==> src/ccm_pkg.sv <==
// ----------------------------------------------------------------------------
// ccm_pkg
// Shared constants and types for the color correction matrix pipeline.
// ----------------------------------------------------------------------------
package ccm_pkg;

	localparam int FRACTION_BITS = 10;

	localparam int PIX_W   = 14;
	localparam int COEF_W  = 16;
	localparam int ROW_W   = 64;
	localparam int DEPTH_W = 4;
	localparam int IDX_W   = 2;

	// Unsigned sample times signed coefficient, and the exact sum of three
	// products plus the offset.
	localparam int PROD_W = PIX_W + 1 + COEF_W;
	localparam int SUM_W  = PROD_W + 2;
	localparam int SHR_W  = SUM_W - FRACTION_BITS;

	localparam logic [DEPTH_W-1:0] PIX_MIN_BITS = 4'd8;
	localparam logic [DEPTH_W-1:0] PIX_MAX_BITS = 4'd14;

	localparam logic [IDX_W-1:0] REG_ROW_RED   = 2'd0;
	localparam logic [IDX_W-1:0] REG_ROW_GREEN = 2'd1;
	localparam logic [IDX_W-1:0] REG_ROW_BLUE  = 2'd2;
	localparam logic [IDX_W-1:0] REG_PIX_BITS  = 2'd3;

	localparam logic [ROW_W-1:0]   ROW_RED_RST   = 64'd1024;
	localparam logic [ROW_W-1:0]   ROW_GREEN_RST = 64'd1024 << 16;
	localparam logic [ROW_W-1:0]   ROW_BLUE_RST  = 64'd1024 << 32;
	localparam logic [DEPTH_W-1:0] PIX_BITS_RST  = 4'd10;

	// Per-stage load enables shared by the three channel datapaths.
	typedef struct packed {
		logic en1;
		logic en2;
		logic en3;
	} ccm_pipe_ctrl_t;

endpackage

==> src/ccm_channel.sv <==
// ----------------------------------------------------------------------------
// ccm_channel
// Datapath of one output channel: multiply, sum with offset, clamp and scale.
// ----------------------------------------------------------------------------
module ccm_channel import ccm_pkg::*; (
	input  logic                  clk,
	input  ccm_pipe_ctrl_t        ctrl,
	input  logic [ROW_W-1:0]      row,
	input  logic [PIX_W-1:0]      red,
	input  logic [PIX_W-1:0]      green,
	input  logic [PIX_W-1:0]      blue,
	input  logic [PIX_W-1:0]      max_val,
	output logic [PIX_W-1:0]      result
);

	logic signed [COEF_W-1:0] coef_r, coef_g, coef_b, offset;
	logic signed [PROD_W-1:0] prod_r_s1, prod_g_s1, prod_b_s1;
	logic signed [SUM_W-1:0]  sum_s2;
	logic [SHR_W-1:0]         shifted;
	logic [PIX_W-1:0]         result_s3;

	assign coef_r = row[15:0];
	assign coef_g = row[31:16];
	assign coef_b = row[47:32];
	assign offset = row[63:48];

	always_ff @(posedge clk) begin
		if (ctrl.en1) begin
			prod_r_s1 <= PROD_W'($signed({1'b0, red}))   * PROD_W'(coef_r);
			prod_g_s1 <= PROD_W'($signed({1'b0, green})) * PROD_W'(coef_g);
			prod_b_s1 <= PROD_W'($signed({1'b0, blue}))  * PROD_W'(coef_b);
		end
	end

	always_ff @(posedge clk) begin
		if (ctrl.en2) begin
			sum_s2 <= SUM_W'(prod_r_s1) + SUM_W'(prod_g_s1) + SUM_W'(prod_b_s1)
				+ SUM_W'(offset);
		end
	end

	assign shifted = sum_s2[SUM_W-1:FRACTION_BITS];

	// A negative sum clamps to zero before the scale-down.
	always_ff @(posedge clk) begin
		if (ctrl.en3) begin
			if (sum_s2[SUM_W-1]) begin
				result_s3 <= '0;
			end else if (shifted > {{(SHR_W-PIX_W){1'b0}}, max_val}) begin
				result_s3 <= max_val;
			end else begin
				result_s3 <= shifted[PIX_W-1:0];
			end
		end
	end

	assign result = result_s3;

endmodule

==> config.mk <==
export PLATFORM = sky130hd
export DESIGN_NAME = ccm_channel
export DESIGN_NICKNAME = d
export VERILOG_FILES = /design/src/ccm_pkg.sv /design/src/ccm_channel.sv
export SDC_FILE = /design/constraint.sdc
export NUM_CORES = 2
export LEC_CHECK = 0
export BUFFER_PORTS_ARGS = -buffer_cell sky130_fd_sc_hd__buf_2
export CORE_MARGIN = 4
export CORE_UTILIZATION = 25
export DETAILED_ROUTE_END_ITERATION = 12
export GPL_ROUTABILITY_DRIVEN = 1
export PLACE_DENSITY = 0.51
export SLEW_MARGIN = 20
export SYNTH_ARGS = -nofsm -noshare
export SYNTH_HDL_FRONTEND = slang
export SYNTH_SLANG_ARGS = --single-unit
==> constraint.sdc <==
create_clock -name clk -period 8.5 [get_ports clk]
set_clock_uncertainty 0.2 [all_clocks]
set_input_delay 0 -clock clk [delete_from_list [all_inputs] [get_ports clk]]
set_output_delay 0 -clock clk [all_outputs]
set_load 0.02 [all_outputs]
==> impl_metrics.py <==
metrics = {
    "sta": {
        "drv_slew": 0,
        "setup_viol": 0,
        "tns_ns": 0,
        "worstMarginPinSlew_ns": 1.05,
        "worst_slack_ns": 2.00,
        "hold_viol": 0,
        "holdWs_ns": 0.0489,
        "rsz0062_at_grt": "false",
        "fmax_ghz": 0.154,
        "slew_headroom_pct": 29.1,
        "post-route-min-period_ns": 6.50,
        "fin_crit_sh_pct": 76.5,
    },
    "placement": {
        "portBuffers": 137,
        "routabilityCongestion": 0.791,
        "post-dp-hpwl_mm": 68.1,
        "dpl_cell_area_um2": 35200,
        "preCtsSetupSlack_ns": 2.00,
    },
    "floorplan": {
        "coreArea_um2": 130000,
        "dieArea_um2": 137000,
        "start_util_pct": 25.2,
        "die_w_um": 370,
        "die_h_um": 370,
        "rows": 132,
        "io_pins": 138,
    },
    "grt": {
        "grt_use_total_pct": 12.1,
        "grt_pass1_wl_mm": 132,
        "grt_pass1_vias": 23999,
        "gr-total-overflow": 0,
        "antenna_found_initial": 12,
        "grt_max_degree": 69,
    },
    "yosys": {
        "avgSynthCellArea_um2": 9.93,
        "yosysSeqAreaShare_pct": 11.9,
        "ys_seq_elements": 130,
        "synthTopCellsByCount": "fa_1 (716), inv_1 (712), and2_1 (420), nand2_1 (305), ha_1 (269)",
        "synthDistinctLibCells": 80,
        "yosys_warnings": 0,
        "syn_area_um2": 32700,
        "synth_mux_area_share_pct": 0.0650,
        "synth_edf_count": 130,
        "synth_top_family_by_area": "adder cells",
        "netlist_instances": 3296,
        "synth-compound-area-share_pct": 6.88,
        "yosysMostFrequentCell": "fa_1",
        "synth_top_area_share_pct": 43.8,
        "ys_top_cells_by_area": "fa_1 (44%), edfxtp_1 (12%), ha_1 (10%)",
        "async_flop_share_pct": 0,
        "ys.flop_type": "edfxtp_1",
        "syn-num-nets": 4405,
        "synthSimpleGateAreaFrac_pct": 14.8,
        "yosys.area.top_type": "fa_1",
        "yosys.area_share.xor_xnor_pct": 2.84,
        "synthAdderAreaFrac_pct": 54.1,
    },
    "worst_hold_path": {
        "hp-class": "in -> reg",
    },
    "drt": {
        "viasPerCell": 4.29,
        "ant_nets": 0,
        "drt_iter0_drc": 997,
        "wl_per_cell_um": 15.6,
        "route.detailed.drc": 0,
        "drt_wl_total_mm": 80.1,
        "via_count": 21991,
        "firstDrtPassIters": 5,
    },
    "worst_setup_path": {
        "worst-path-stages": 18,
        "cpMostUsedCell": "fa_1",
        "path_buf_inv": 3,
        "r2r-start": "prod_g_s1[2]",
        "endpoint": "prod_g_s1[29]",
        "cp_max_fo": 16,
        "crit_start": "green[0]",
        "cp_slowest_stage_delay_ns": 0.83,
        "cp_top_family": "adder cells",
        "worstPathCellList": "dlygate4sd3_1 -> buf_2 -> nand2_1 -> fa_1 -> inv_1 -> fa_1 -> fa_1 -> fa_1 -> fa_1 -> fa_1 -> ha_1 -> a21o_1 -> a21o_1 -> a21oi_1 -> o21ai_0 -> a2111oi_2 -> or4b_1 -> nand3_1",
        "critPathCaptureType": "flip-flop",
        "cp.required_ns": 8.48,
        "start_kind": "input port",
        "critical_path_class": "in -> reg",
        "ff2ff_setup_slack_ns": 4.40,
        "rr_worst_depth": 11,
        "slowest_stage": "fa_1",
        "reg2reg_to": "sum_s2[28]",
        "critPathArrivalTime_ns": 6.48,
    },
    "layout": {
        "nets": 4479,
        "area_growth_pct": 9.99,
        "finalInstanceArea_um2": 36000,
        "fillers": 13949,
        "drive_above_1_share_pct": 5.68,
    },
    "clock_tree": {
        "clock_latency_ns": 0.44,
        "post_cts_buffers": 0,
        "cts.path.max_buffers": 2,
        "htreeDepth": 4,
        "clk_pin_slew_worst_paths_ns": 0.06,
        "cts-root-buf": "clkbuf_16",
        "cts_tree": "built",
        "cts_buffers": 17,
        "cts_sinks": 130,
    },
    "status": {
        "run_status": "finished clean",
    },
    "job": {
        "drv_cap": 0,
    },
}
[worst min path at each step]
stage,startpoint,end,cells past startpoint
floorplan,ctrl[2],prod_b_s1[0],0
global placement,ctrl[0],result[0],1
detailed placement,max_val[8],result[8],3
CTS,row[1],prod_r_s1[1],3
global route,row[1],prod_r_s1[1],3
finish,row[1],prod_r_s1[1],3
[worst reg2reg max path, stage by stage (launching register included)]
cell and delay (ns):
edfxtp_1 0.49, fa_1 0.54, fa_1 0.41, ha_1 0.28, nand4b_1 0.11, a211oi_2 0.32
o211ai_2 0.16, a211oi_2 0.41, nor3_4 0.13, o31ai_4 0.39, nor4b_1 0.10, a211o_1 0.27
[kinds of logic (layout without fill, tap and decap cells)]
kind of cell	after synthesis	in the layout
flip-flops	130	130
XOR/XNOR	106	106
buffers and inverters	819	905
other	0	4
multiplexers	2	2
adder cells (fa/ha/maj)	985	985
AND/OR/NAND/NOR	919	919
AO/OA/AOI/OAI	335	335
[cell type report]
| class | count | area (um2) | share of cell area, % |
|---|---|---|---|
| repair buffers | 162 | 933 | 2.59 |
| clock inverters | 13 | 136 | 0.379 |
| clock buffers | 18 | 429 | 1.19 |
| well taps | 1742 | 2180 | 6.06 |
| inverters | 712 | 2670 | 7.42 |
| multi-input cells | 2347 | 25700 | 71.5 |
| diodes | 4 | 10.0 | 0.0278 |
| flip-flops and latches | 130 | 3900 | 10.8 |
[per-stage QoR]
stage               util, %  cells
floorplan                 -   3296
global placement       27.1   5070
detailed placement     27.1   5070
CTS                    27.7   5124
global route           27.7   5128
finish                 27.7   5128
[registers in the layout (all words and copies together), names as in the netlist]
signal	flops
prod_r_s1	31
sum_s2	23
prod_b_s1	31
result	14
prod_g_s1	31
[what timing repair did]
action	4_1_cts	5_1_grt
gates resized for setup	0	0
endpoints found under the hold margin	79	0
hold buffers	23	0
[layer usage]
metal  routed length, um  GRT usage (%)
met4                1220           2.17
met5                   9              0
met1               37300           16.7
met3                2470           1.39
met2               39100           20.7
[cells in the final DEF (no fill, tap or decap), types with 4 or more instances in the layout]
cell type	n
a31oi_1	8
xor2_1	25
nor4_1	6
a21boi_0	7
or3_1	11
a21oi_1	102
nand2b_1	11
o21a_1	16
a211oi_1	14
nor2_1	58
a311oi_1	4
buf_2	136
nand4_1	11
o31ai_1	5
o211ai_1	9
inv_1	712
a21o_1	40
clkbuf_16	17
xnor2_1	81
o21ai_0	62
dlygate4sd3_1	23
nor2b_1	12
diode_2	4
and2_1	420
ha_1	269
o21bai_1	14
edfxtp_1	130
and3_1	12
nor3_1	16
nand3_1	37
nand2_1	305
a211o_1	4
fa_1	716
Power is left out: the tool's default activity adds up to more than one toggle a clock period on the data nets, which glitch-free logic cannot reach.
